### src/lwbc_pkg.sv
package lwbc_pkg;

  localparam int REQ_BITS  = 3;
  localparam int LAT_BITS  = 16;
  localparam int SLOT_BITS = 6;
  localparam int CFG_BITS  = 7;
  localparam int FLAG_BITS = 4;

  localparam logic [REQ_BITS-1:0] REQ_READ      = 3'd0;
  localparam logic [REQ_BITS-1:0] REQ_WRITE     = 3'd1;
  localparam logic [REQ_BITS-1:0] REQ_FLUSH     = 3'd2;
  localparam logic [REQ_BITS-1:0] REQ_FLUSH_ALL = 3'd3;
  localparam logic [REQ_BITS-1:0] REQ_CLEAR     = 3'd4;

  localparam logic [CFG_BITS-1:0] LIMIT_RESET = 7'd16;

  typedef enum logic [2:0] {
    ST_IDLE,
    ST_SCAN,
    ST_DECIDE,
    ST_FILL,
    ST_UPDATE,
    ST_EMIT,
    ST_FA_SCAN,
    ST_FA_PICK
  } state_t;

endpackage

### src/lwbc_tag_ram.sv
module lwbc_tag_ram #(
  parameter int DEPTH      = 16,
  parameter int BLOCK_BITS = 32,
  parameter int TIME_BITS  = 40
) (
  input  logic                                   clk,
  input  logic                                   wr_en,
  input  logic [(DEPTH > 1 ? $clog2(DEPTH) : 1)-1:0] wr_addr,
  input  logic [BLOCK_BITS-1:0]                  wr_block,
  input  logic [TIME_BITS-1:0]                   wr_age,
  input  logic                                   rd_en,
  input  logic [(DEPTH > 1 ? $clog2(DEPTH) : 1)-1:0] rd_addr,
  output logic [BLOCK_BITS-1:0]                  rd_block,
  output logic [TIME_BITS-1:0]                   rd_age
);

  logic [BLOCK_BITS-1:0] mem_block [DEPTH];
  logic [TIME_BITS-1:0]  mem_age   [DEPTH];

  always_ff @(posedge clk) begin
    if (wr_en) begin
      mem_block[wr_addr] <= wr_block;
      mem_age[wr_addr]   <= wr_age;
    end
  end

  always_ff @(posedge clk) begin
    if (rd_en) begin
      rd_block <= mem_block[rd_addr];
      rd_age   <= mem_age[rd_addr];
    end
  end

endmodule

### src/lru_write_back_block_cache.sv
// results: each request is answered after a scan of all slots, one slot per cycle; clear and
//   clean flush-all skip the scan and are answered straight away
// flush-all: one result per dirty entry written back, each after a full memory pass
// acceptance: a new transaction is taken the cycle after the last result of the previous one
//   is loaded into the output register
// reset: all slots invalid and clean, running time zero, cache_limit 16; no clearing pass
module lru_write_back_block_cache #(
  parameter int CACHE_SLOTS = 16,
  parameter int BLOCK_BITS  = 32,
  parameter int TIME_BITS   = 40
) (
  input  logic                                                 clk,
  input  logic                                                 rst,
  // configuration: cache_limit
  input  logic                                                 cfg_we,
  input  logic [lwbc_pkg::CFG_BITS-1:0]                        cfg_wdata,
  // request stream
  input  logic                                                 s_axis_tvalid,
  output logic                                                 s_axis_tready,
  // tdata: block_num, fetch_time, writeback_time (zero padded to bytes)
  input  logic [((BLOCK_BITS+2*lwbc_pkg::LAT_BITS+7)/8)*8-1:0] s_axis_tdata,
  // tuser: req_type
  input  logic [lwbc_pkg::REQ_BITS-1:0]                        s_axis_tuser,
  // result stream
  output logic                                                 m_axis_tvalid,
  input  logic                                                 m_axis_tready,
  // tdata: slot, evicted_block, time_now (zero padded to bytes)
  output logic [((lwbc_pkg::SLOT_BITS+BLOCK_BITS+TIME_BITS+7)/8)*8-1:0] m_axis_tdata,
  // tuser: hit, fetch, evicted, writeback
  output logic [lwbc_pkg::FLAG_BITS-1:0]                       m_axis_tuser,
  // tlast: last
  output logic                                                 m_axis_tlast
);

  import lwbc_pkg::*;

  localparam int IDX_W   = CACHE_SLOTS > 1 ? $clog2(CACHE_SLOTS) : 1;
  localparam int CNT_W   = $clog2(CACHE_SLOTS + 1);
  localparam int OUT_W   = ((SLOT_BITS + BLOCK_BITS + TIME_BITS + 7) / 8) * 8;
  localparam int OUT_PAD = OUT_W - (SLOT_BITS + BLOCK_BITS + TIME_BITS);
  localparam logic [CFG_BITS-1:0] SLOTS_LIM = CFG_BITS'(CACHE_SLOTS);
  localparam logic [CNT_W-1:0]    SCAN_END  = CNT_W'(CACHE_SLOTS);

  // control state
  state_t                  state, state_next;
  logic [CACHE_SLOTS-1:0]  valid, valid_next;
  logic [CACHE_SLOTS-1:0]  dirty, dirty_next;
  logic [TIME_BITS-1:0]    run_time, run_time_next;
  logic [CFG_BITS-1:0]     cache_limit;

  // latched request
  logic [REQ_BITS-1:0]     req;
  logic [BLOCK_BITS-1:0]   blk;
  logic [LAT_BITS-1:0]     ft;
  logic [LAT_BITS-1:0]     wt;

  // scan pipeline: issue a memory read, evaluate the returned slot in the following cycle
  logic [CNT_W-1:0]        iss_cnt;
  logic                    chk_vld;
  logic [IDX_W-1:0]        chk_idx;

  // scan results
  logic                    found;
  logic [IDX_W-1:0]        f_idx;
  logic [CNT_W-1:0]        cnt;
  logic                    vic_found;
  logic [IDX_W-1:0]        vic_idx;
  logic [TIME_BITS-1:0]    vic_age;
  logic [BLOCK_BITS-1:0]   vic_block;
  logic                    free_found;
  logic [IDX_W-1:0]        free_idx;
  logic                    pick_found;
  logic [IDX_W-1:0]        pick_idx;
  logic [BLOCK_BITS-1:0]   pick_block;

  // pending result fields
  logic                    res_hit;
  logic                    res_fetch;
  logic                    res_ev;
  logic                    res_wb;
  logic                    res_last;
  logic [IDX_W-1:0]        res_slot;
  logic [BLOCK_BITS-1:0]   res_eb;
  logic [IDX_W-1:0]        ins_idx;

  // memory interface
  logic                    mem_wr_en;
  logic                    mem_rd_en;
  logic [BLOCK_BITS-1:0]   rd_block;
  logic [TIME_BITS-1:0]    rd_age;

  // misc decode
  logic                    in_accept;
  logic                    out_free;
  logic                    out_load;
  logic                    is_write;
  logic                    scan_done;
  logic                    evict;
  logic                    fa_last;
  logic [CFG_BITS-1:0]     lim_eff;
  logic [CACHE_SLOTS-1:0]  pick_mask;
  logic [LAT_BITS-1:0]     adv_delta;
  logic [TIME_BITS:0]      adv_sum;
  logic [TIME_BITS-1:0]    adv_time;

  assign in_accept = s_axis_tvalid && s_axis_tready;
  assign out_free  = !m_axis_tvalid || m_axis_tready;
  assign is_write  = (req == REQ_WRITE);
  assign scan_done = (iss_cnt == SCAN_END) && !chk_vld;
  assign mem_rd_en = (state == ST_SCAN || state == ST_FA_SCAN) && (iss_cnt != SCAN_END);

  // limit 0 behaves as 1, anything above the slot count as the slot count
  assign lim_eff = (cache_limit == '0) ? CFG_BITS'(1) :
                   (cache_limit > SLOTS_LIM) ? SLOTS_LIM : cache_limit;
  assign evict   = (CFG_BITS'(cnt) >= lim_eff) || !free_found;

  assign pick_mask = CACHE_SLOTS'(1) << pick_idx;
  assign fa_last   = ((valid & dirty & ~pick_mask) == '0);

  // saturating time advance; the fill step adds the fetch latency, all others write-back
  assign adv_delta = (state == ST_FILL) ? ft : wt;
  assign adv_sum   = {1'b0, run_time} + (TIME_BITS+1)'(adv_delta);
  assign adv_time  = adv_sum[TIME_BITS] ? '1 : adv_sum[TIME_BITS-1:0];

  lwbc_tag_ram #(
    .DEPTH      (CACHE_SLOTS),
    .BLOCK_BITS (BLOCK_BITS),
    .TIME_BITS  (TIME_BITS)
  ) u_tag_ram (
    .clk      (clk),
    .wr_en    (mem_wr_en),
    .wr_addr  (ins_idx),
    .wr_block (blk),
    .wr_age   (run_time),
    .rd_en    (mem_rd_en),
    .rd_addr  (iss_cnt[IDX_W-1:0]),
    .rd_block (rd_block),
    .rd_age   (rd_age)
  );

  // next state, valid/dirty bits, running time, memory write, output load
  always_comb begin
    state_next    = state;
    valid_next    = valid;
    dirty_next    = dirty;
    run_time_next = run_time;
    mem_wr_en     = 1'b0;
    out_load      = 1'b0;
    s_axis_tready = (state == ST_IDLE);
    case (state)
      ST_IDLE: begin
        if (in_accept) begin
          case (s_axis_tuser)
            REQ_READ, REQ_WRITE, REQ_FLUSH: begin
              state_next = ST_SCAN;
            end
            REQ_FLUSH_ALL: begin
              if ((valid & dirty) != '0) begin
                state_next = ST_FA_SCAN;
              end else begin
                // nothing dirty: drop everything, single empty result
                valid_next = '0;
                dirty_next = '0;
                state_next = ST_EMIT;
              end
            end
            REQ_CLEAR: begin
              valid_next = '0;
              dirty_next = '0;
              state_next = ST_EMIT;
            end
            default: begin
              state_next = ST_IDLE;
            end
          endcase
        end
      end
      ST_SCAN: begin
        if (scan_done) begin
          state_next = ST_DECIDE;
        end
      end
      ST_DECIDE: begin
        if (req == REQ_FLUSH) begin
          if (found) begin
            if (dirty[f_idx]) begin
              run_time_next = adv_time;
            end
            valid_next[f_idx] = 1'b0;
            dirty_next[f_idx] = 1'b0;
          end
          state_next = ST_EMIT;
        end else if (found) begin
          state_next = ST_UPDATE;
        end else begin
          // victim write-back happens before the fetch
          if (evict && dirty[vic_idx]) begin
            run_time_next = adv_time;
          end
          state_next = ST_FILL;
        end
      end
      ST_FILL: begin
        if (!is_write) begin
          run_time_next = adv_time;
        end
        state_next = ST_UPDATE;
      end
      ST_UPDATE: begin
        // hit refreshes the age, miss installs block and age in the chosen slot
        mem_wr_en           = 1'b1;
        valid_next[ins_idx] = 1'b1;
        dirty_next[ins_idx] = found ? (dirty[ins_idx] | is_write) : is_write;
        state_next          = ST_EMIT;
      end
      ST_EMIT: begin
        if (out_free) begin
          out_load   = 1'b1;
          state_next = res_last ? ST_IDLE : ST_FA_SCAN;
        end
      end
      ST_FA_SCAN: begin
        if (scan_done) begin
          state_next = ST_FA_PICK;
        end
      end
      ST_FA_PICK: begin
        run_time_next        = adv_time;
        dirty_next[pick_idx] = 1'b0;
        if (fa_last) begin
          valid_next = '0;
          dirty_next = '0;
        end
        state_next = ST_EMIT;
      end
      default: begin
        state_next = ST_IDLE;
      end
    endcase
  end

  always_ff @(posedge clk) begin
    if (rst) begin
      state         <= ST_IDLE;
      valid         <= '0;
      dirty         <= '0;
      run_time      <= '0;
      cache_limit   <= LIMIT_RESET;
      m_axis_tvalid <= 1'b0;
    end else begin
      state    <= state_next;
      valid    <= valid_next;
      dirty    <= dirty_next;
      run_time <= run_time_next;
      if (cfg_we) begin
        cache_limit <= cfg_wdata;
      end
      if (out_load) begin
        m_axis_tvalid <= 1'b1;
      end else if (m_axis_tready) begin
        m_axis_tvalid <= 1'b0;
      end
    end
  end

  // request latch, scan pipeline and result fields
  always_ff @(posedge clk) begin
    if (state == ST_IDLE || state == ST_EMIT) begin
      iss_cnt    <= '0;
      chk_vld    <= 1'b0;
      found      <= 1'b0;
      cnt        <= '0;
      vic_found  <= 1'b0;
      free_found <= 1'b0;
      pick_found <= 1'b0;
    end

    if (in_accept) begin
      req       <= s_axis_tuser;
      blk       <= s_axis_tdata[BLOCK_BITS-1:0];
      ft        <= s_axis_tdata[BLOCK_BITS +: LAT_BITS];
      wt        <= s_axis_tdata[BLOCK_BITS+LAT_BITS +: LAT_BITS];
      // empty result for clear and clean flush-all
      res_hit   <= 1'b0;
      res_fetch <= 1'b0;
      res_ev    <= 1'b0;
      res_wb    <= 1'b0;
      res_last  <= 1'b1;
      res_slot  <= '0;
      res_eb    <= '0;
    end

    if (state == ST_SCAN || state == ST_FA_SCAN) begin
      chk_vld <= mem_rd_en;
      chk_idx <= iss_cnt[IDX_W-1:0];
      if (mem_rd_en) begin
        iss_cnt <= iss_cnt + CNT_W'(1);
      end
    end

    if (state == ST_SCAN && chk_vld) begin
      if (valid[chk_idx]) begin
        cnt <= cnt + CNT_W'(1);
        if (!found && rd_block == blk) begin
          found <= 1'b1;
          f_idx <= chk_idx;
        end
        // least recent age wins, ties to the lower block number
        if (!vic_found || rd_age < vic_age ||
            (rd_age == vic_age && rd_block < vic_block)) begin
          vic_found <= 1'b1;
          vic_idx   <= chk_idx;
          vic_age   <= rd_age;
          vic_block <= rd_block;
        end
      end else if (!free_found) begin
        free_found <= 1'b1;
        free_idx   <= chk_idx;
      end
    end

    if (state == ST_FA_SCAN && chk_vld) begin
      if (valid[chk_idx] && dirty[chk_idx] && (!pick_found || rd_block < pick_block)) begin
        pick_found <= 1'b1;
        pick_idx   <= chk_idx;
        pick_block <= rd_block;
      end
    end

    if (state == ST_DECIDE) begin
      res_last  <= 1'b1;
      res_fetch <= 1'b0;
      res_hit   <= 1'b0;
      res_ev    <= 1'b0;
      res_wb    <= 1'b0;
      res_eb    <= '0;
      res_slot  <= '0;
      if (req == REQ_FLUSH) begin
        if (found) begin
          res_hit  <= 1'b1;
          res_ev   <= 1'b1;
          res_wb   <= dirty[f_idx];
          res_eb   <= blk;
          res_slot <= f_idx;
        end
      end else if (found) begin
        res_hit  <= 1'b1;
        res_slot <= f_idx;
        ins_idx  <= f_idx;
      end else if (evict) begin
        res_fetch <= !is_write;
        res_ev    <= 1'b1;
        res_wb    <= dirty[vic_idx];
        res_eb    <= vic_block;
        res_slot  <= vic_idx;
        ins_idx   <= vic_idx;
      end else begin
        res_fetch <= !is_write;
        res_slot  <= free_idx;
        ins_idx   <= free_idx;
      end
    end

    if (state == ST_FA_PICK) begin
      res_hit   <= 1'b0;
      res_fetch <= 1'b0;
      res_ev    <= 1'b1;
      res_wb    <= 1'b1;
      res_eb    <= pick_block;
      res_slot  <= pick_idx;
      res_last  <= fa_last;
    end

    if (out_load) begin
      m_axis_tdata <= {{OUT_PAD{1'b0}}, run_time, res_eb, SLOT_BITS'(res_slot)};
      m_axis_tuser <= {res_wb, res_ev, res_fetch, res_hit};
      m_axis_tlast <= res_last;
    end
  end

endmodule

### config.mk
export PLATFORM = sky130hd
export DESIGN_NAME = lru_write_back_block_cache
export DESIGN_NICKNAME = d
export VERILOG_FILES = /design/src/lwbc_pkg.sv /design/src/lwbc_tag_ram.sv /design/src/lru_write_back_block_cache.sv
export SDC_FILE = /design/constraint.sdc
export NUM_CORES = 2
export LEC_CHECK = 0
export BUFFER_PORTS_ARGS = -buffer_cell sky130_fd_sc_hd__buf_2
export CORE_MARGIN = 1.5
export CORE_UTILIZATION = 65
export DETAILED_ROUTE_END_ITERATION = 6
export GPL_ROUTABILITY_DRIVEN = 0
export PLACE_DENSITY = 0.82
export SLEW_MARGIN = 15
export SYNTH_ARGS = -nofsm -noshare
export SYNTH_HDL_FRONTEND = slang
export SYNTH_SLANG_ARGS = --single-unit
export TNS_END_PERCENT = 10
### constraint.sdc
create_clock -name clk -period 15.8 [get_ports clk]
set_input_delay 3.16 -clock clk [delete_from_list [all_inputs] [get_ports clk]]
set_output_delay 3.16 -clock clk [all_outputs]
set_load 0.01 [all_outputs]
Word-level counts from Yosys, hierarchy flattened
Memory sizes are Yosys's and may differ from the RTL's. A register that Yosys moved wholly into a read port is not among the register bits.
Index checks and enable logic that the tools add are counted.
{"block": "word_totals", "memories": 2, "ramBits": 1152, "input_bits": 79, "out_inout_bits": 87, "regBits": 415}
{"name": "u_tag_ram.mem_age", "words": 16, "width": 40, "rd": 1, "rd_ports_with_merged_regs": 1, "write_ports": 1, "line_no": "lwbc_tag_ram.sv:18", "text": "logic [TIME_BITS-1:0] mem_age [DEPTH];"}
{"name": "u_tag_ram.mem_block", "words": 16, "width": 32, "rd": 1, "rd_ports_with_merged_regs": 1, "write_ports": 1, "line_no": "lwbc_tag_ram.sv:17", "text": "logic [BLOCK_BITS-1:0] mem_block [DEPTH];"}
{"block": "op_classes", "bitwise_logic": 13, "addsub": 3, "n_reduce_logical": 49, "n_mux": 112, "eq_ne": 31, "n_lt_le_gt_ge": 13, "n_shift": 1}
{"cell": "$mux W40", "count": 7}
{"cell": "$mux W32", "count": 7}
{"cell": "$mux W16", "count": 9}
{"cell": "$pmux W16 S4", "count": 2}
{"cell": "$pmux W40 S3", "count": 1}
{"cell": "$and A16 B16 Y16", "count": 5}
{"cell": "$lt A32 B32 Y1", "count": 2}
{"cell": "$mux W1", "count": 51}
{"cell": "$not A16 Y16", "count": 3}
{"cell": "$add A40 B16 Y41", "count": 1}
{"cell": "$eq A40 B40 Y1", "count": 1}
{"cell": "$lt A40 B40 Y1", "count": 1}
{"cell": "$eq A32 B32 Y1", "count": 1}
{"cell": "$pmux W16 S2", "count": 1}
{"cell": "$mux W5", "count": 6}
{"cell": "$mux W4", "count": 7}
{"cell": "$lt A4 B5 Y1 const B", "count": 5}
{"cell": "$mux W3", "count": 7}
{"cell": "$pmux W3 S7", "count": 1}
{"cell": "$bmux W1 S4", "count": 5}
{"cell": "$bwmux W16", "count": 1}
{"cell": "$logic_not A16 Y1", "count": 1}
{"cell": "$or A16 B16 Y16", "count": 1}
{"cell": "$reduce_bool A16 Y1", "count": 1}
{"cell": "other kinds (36)", "count": 95}

Longest topological paths before layout
{"block": "logic_depth", "word_depth": 10, "ltp_mapped": 17, "mapped_depth_nobuf": 13}

Cells and area by module
A second synthesis with hierarchy kept.
{"block": "hier_totals", "hier_cells": 3505, "area_unflattened_um2": 65295.1}
{"mod": "lwbc_tag_ram", "cells_each": 1850, "area_each_um2": 45273.4, "instances": 1}
{"mod": "lru_write_back_block_cache", "cells_each": 1655, "area_each_um2": 20021.7, "instances": 1}

Worst setup path after synthesis
OpenSTA, ideal clock, no wires.
{"block": "synth_path", "path_kind": "reg2reg", "start": "register u_tag_ram.rd_block[17], read port of u_tag_ram.mem_block", "end": "register vic_age[0], enable pin", "arrival_time_ns": 7.114, "path_stages_with_launch": 9, "setup_ns": 0.618, "path_slack_ns": 8.068, "synth_period_minus_slack_ns": 7.732, "cell_sequence": "edfxtp_1 ha_1 a21o_1 nand3_1 a21oi_1 o31a_1 o41ai_1 o21ai_0 o21ai_0"}
{"block": "synth_via", "elab_chain_cells": 4}
{"item": "start: declaration", "line_no": "lwbc_tag_ram.sv:13", "text": "output logic [BLOCK_BITS-1:0] rd_block,"}
{"item": "$lt A32 B32 Y1", "line_no": "lru_write_back_block_cache.sv:310", "text": "(rd_age == vic_age && rd_block < vic_block)) begin"}
{"item": "$logic_and A1 B1 Y1", "line_no": "lru_write_back_block_cache.sv:310"}
{"item": "$logic_or A1 B1 Y1", "line_no": "lru_write_back_block_cache.sv:309", "text": "if (!vic_found || rd_age < vic_age ||"}
{"item": "$reduce_and A3 Y1 (no source line)"}
{"item": "end signal: assignment", "line_no": "lru_write_back_block_cache.sv:313", "text": "vic_age <= rd_age;"}
{"item": "end: declaration", "line_no": "lru_write_back_block_cache.sv:68", "text": "logic [TIME_BITS-1:0] vic_age;"}
Every way passes these cells.
A chain may end at the register's enable or synchronous reset.

Final worst setup path
{"block": "layout_path", "start": "register state[1]", "end": "register run_time[3]"}
{"block": "layout_via", "elab_chain_cells": 8, "elab_cells_between_ends": 20, "cone_classes": "add/sub: 1; eq/ne: 8; mux: 9; reduce/logical: 2"}
{"item": "start: declaration", "line_no": "lru_write_back_block_cache.sv:45", "text": "state_t state, state_next;"}
{"item": "start signal: assignment", "line_no": "lru_write_back_block_cache.sv:251", "text": "state <= state_next;"}
{"item": "$eq A3 B2 Y1", "line_no": "lru_write_back_block_cache.sv:121, lru_write_back_block_cache.sv:150"}
{"item": "$mux W16", "line_no": "lru_write_back_block_cache.sv:121", "text": "assign adv_delta = (state == ST_FILL) ? ft : wt;"}
{"item": "$add A40 B16 Y41", "line_no": "lru_write_back_block_cache.sv:122", "text": "assign adv_sum = {1'b0, run_time} + (TIME_BITS+1)'(adv_delta);"}
{"item": "$mux W40", "line_no": "lru_write_back_block_cache.sv:123", "text": "assign adv_time = adv_sum[TIME_BITS] ? '1 : adv_sum[TIME_BITS-1:0];"}
{"item": "$mux W40, on equally long branches", "line_no": "lru_write_back_block_cache.sv:197, lru_write_back_block_cache.sv:186"}
{"item": "$mux W40, on equally long branches", "line_no": "lru_write_back_block_cache.sv:193, lru_write_back_block_cache.sv:185"}
{"item": "$mux W40", "line_no": "lru_write_back_block_cache.sv:184", "text": "if (req == REQ_FLUSH) begin"}
{"item": "$pmux W40 S3", "line_no": "lru_write_back_block_cache.sv:150", "text": "case (state)"}
{"item": "end signal: assignment", "line_no": "lru_write_back_block_cache.sv:254", "text": "run_time <= run_time_next;"}
{"item": "end: declaration", "line_no": "lru_write_back_block_cache.sv:48", "text": "logic [TIME_BITS-1:0] run_time, run_time_next;"}
Parallel ways exist; a longest one is shown, timed or not. The select of a mux whose other input is x is not followed.

==> run summary <==
Critical R2R Capture = run_time[3]
gr usage total = 32.6%
Static Leakage = 24.2 nW
fin nets = 3781
MaxCap Viol Count = 0
failing checks = DRC
Yosys top cell by area = edfxtp_1
top-area cell type share of the netlist area = 70.9%
crit-path max FO = 22
Routed WL per cell = 32.9 um
Initial Util = 65.9%
main flop type after synthesis = edfxtp_1
Hold EP = m_axis_tdata[7]
Comb pwr share = 15.3%
Syn Inst Count = 3346
clock-pin slew on the worst setup and hold paths = 0.07 ns
syn avg cell area = 19.5 um2
Crit Path Category = flop to flop
DP Area = 67600 um2
Vias/cell = 7.09
Final Hold Vio Count = 0
hold depth = 0
setup bufs post-CTS = 0
max_slew headroom = 20.3%
clock tree buffer depth = 3
Final Instance Area = 72600 um2
Die Y = 320 um
remaining antenna violation count = 0
fin crit share = 34.3%
CP Launch Type = flop
initial antenna violation count = 5
DR iter-0 viols = 5343
Area contributors post-synth = edfxtp_1 (71%), mux4_2 (13%), dfxtp_1 (3.1%)
die area = 102000 um2
Root Buffer = clkbuf_16
Num CTS Buffers = 155
status = complete, but fails checks
synth warn = 0
vias in the first global route = 36300
clock skew = 0.0250 ns
R2R depth = 13
Post-synth EDFFs = 1538
RSZ-0062 raised after global routing = false
# setup viols final = 0
Area growth, synth to finish = 11.4%
layout cell share with drive strength beyond 1 = 23.7%
reg2reg setup slack = 10.38 ns
crit path capture type = flop
multi-input logic area = 15900 um2
Tightest Pin Transition = 1.19 ns
Hold Crit Class = flop to flop
Pwr per Cell Area = 152 nW/um2
post-CTS sizing = 0
peak supply drop = 0.163 mV
vias = 35400
# clock sinks = 1639
clock share of power = 33.6%
P_sw = 2.96 mW
register share of total power = 51.1%
highest clock rate = 185 MHz
Distinct cells, synth = 68
first-pass GRT wire length = 240000 um
Required @ worst endpoint = 16.40 ns
most instantiated library cell after synthesis = edfxtp_1
register area share after synthesis = 74.0%
IO Count = 166
Int Power = 8.06 mW
Sequential Area = 48200 um2
Clock Latency Late Sink = 0.78 ns
Seq cells post-synth = 1639
max-slew violation count = 0
Die X = 320 um
WP data arrival = 6.02 ns
Detailed Place HPWL = 86000 um
aggregate routed wire length = 164000 um
Synth Cell Area = 65200 um2
row cnt = 115
pin count of the biggest net entering global routing = 151
Async S/R FF share, synth = 0%
core box area = 98900 um2
hold-fix buffers at CTS = 0
Net Sw Frac = 26.8%
# fillers = 5259
RR Startpoint = state[1]
drt first pass iters = 7
CTS tree = done
# port buffers = 161
Synth top cells by count = edfxtp_1 (1538), mux4_2 (383), inv_1 (175)
total gr overflow = 0
min Tclk post-route = 5.42 ns
Hold Path Origin = res_eb[1]
setup tns final = 0 ns
H-tree levels = 4
DRC = 20
[area by class of cell]
type | count | share of cell area [%]
Antenna cell | 1 | 0.00345
Clock buffer | 186 | 5.68
Clock inverter | 98 | 1.22
Inverter | 175 | 0.908
Multi-Input combinational cell | 1388 | 21.9
Sequential cell | 1639 | 66.4
Tap cell | 1287 | 2.22
Timing Repair Buffer | 216 | 1.71
[per-layer routing]
metal	vias up	part of all wire, %	global-route usage (%)	routed length [um]
li1	14100	-	-	-
met1	18000	35	42.0	56900
met5	-	0.021	0	35
met4	6	4.7	14.5	7660
met2	2710	51	54.7	83200
met3	547	10	6.08	16400
[cell families (layout without fill, tap and decap cells)]
logic type | count (synthesis) | count (layout) | share of synthesized area (%)
xor+xnor | 52 | 52 | 0.699
fa+ha+maj | 127 | 127 | 2.45
compound gates | 374 | 374 | 3.96
other cells | 1 | 5 | 0.00575
flops | 1639 | 1639 | 74.0
simple gates | 408 | 408 | 3.13
mux | 423 | 423 | 13.9
buf+inv | 322 | 675 | 1.91
[placed cells by master (no fill, tap or decap), drive strengths merged, types with 16 or more instances in the layout]
cell type,Yosys,routed
mux2,16,16
nand4,35,35
nand2,95,95
a21oi,69,69
clkinv,0,72
xor2,43,43
nand3,27,27
mux4,383,383
and3,34,34
edfxtp,1538,1538
buf,48,216
inv,175,182
a222oi,32,32
o31ai,16,16
o21ai,81,81
ha,126,126
clkbuf,99,186
a211oi,39,39
o32ai,16,16
nand2b,18,18
nor2,108,108
nor3,25,25
dfxtp,101,101
a21o,38,38
mux2i,24,24
[power by group through the flow]
stage	combinational, mW	clock (mW)	sequential (mW)
after detailed placement	1.63	0	5.70
after global routing	1.78	3.88	5.66
final	1.68	3.70	5.63
after CTS	1.67	3.72	5.62
after global placement	1.56	0	5.66
after floorplan	1.21	0	5.54
[sequential cells by signal (all words and copies together), names as in the netlist, 5 cells and up]
register / cells
blk: 32
cache_limit: 7
cnt: 5
dirty: 16
ft: 16
iss_cnt: 5
m_axis_tdata: 76
pick_block: 32
res_eb: 32
run_time: 40
u_tag_ram.mem_age: 640
u_tag_ram.mem_block: 512
u_tag_ram.rd_age: 40
u_tag_ram.rd_block: 32
valid: 16
vic_age: 40
vic_block: 32
wt: 16
[worst max-delay path, stage by stage (launching register included)]
cell and delay (ns):
dfxtp_1 0.74, nand3b_1 0.78, mux2_2 0.54, ha_1 0.22, inv_1 0.09, fa_1 0.23, nor2b_1 0.08, o31ai_1 0.47
a31oi_1 0.27, o311a_1 0.38, o21ai_0 0.65, nand2_1 0.43, o22ai_1 0.27, nor2_1 0.09
[how the worst max path moves through the flow]
stage / from / to / slack (ns) / depth (start not counted)
after floorplan: u_tag_ram.rd_block[17] / vic_age[0] / 8.07 / 8
after global placement: s_axis_tvalid / res_eb[0] / 10.40 / 4
after detailed placement: s_axis_tvalid / res_eb[0] / 10.28 / 4
after CTS: state[1] / run_time[39] / 10.48 / 11
after global routing: state[1] / run_time[3] / 10.22 / 13
final: state[1] / run_time[3] / 10.38 / 13
[through the flow]
stage                     hold slack (ns)  total power, mW  std cells  util, %  worst slack, ns
after detailed placement            0.408             7.33       4704     68.4            10.28
after global routing                0.438             11.3       4990     73.5            10.22
after floorplan                     0.400             6.75       3349        -             8.07
final                               0.424             11.0       4990     73.5            10.38
after global placement              0.407             7.22       4704     68.4            10.40
after CTS                           0.418             11.0       4988     73.4            10.48
No activity file was read; power rests on OpenSTA's default activity.
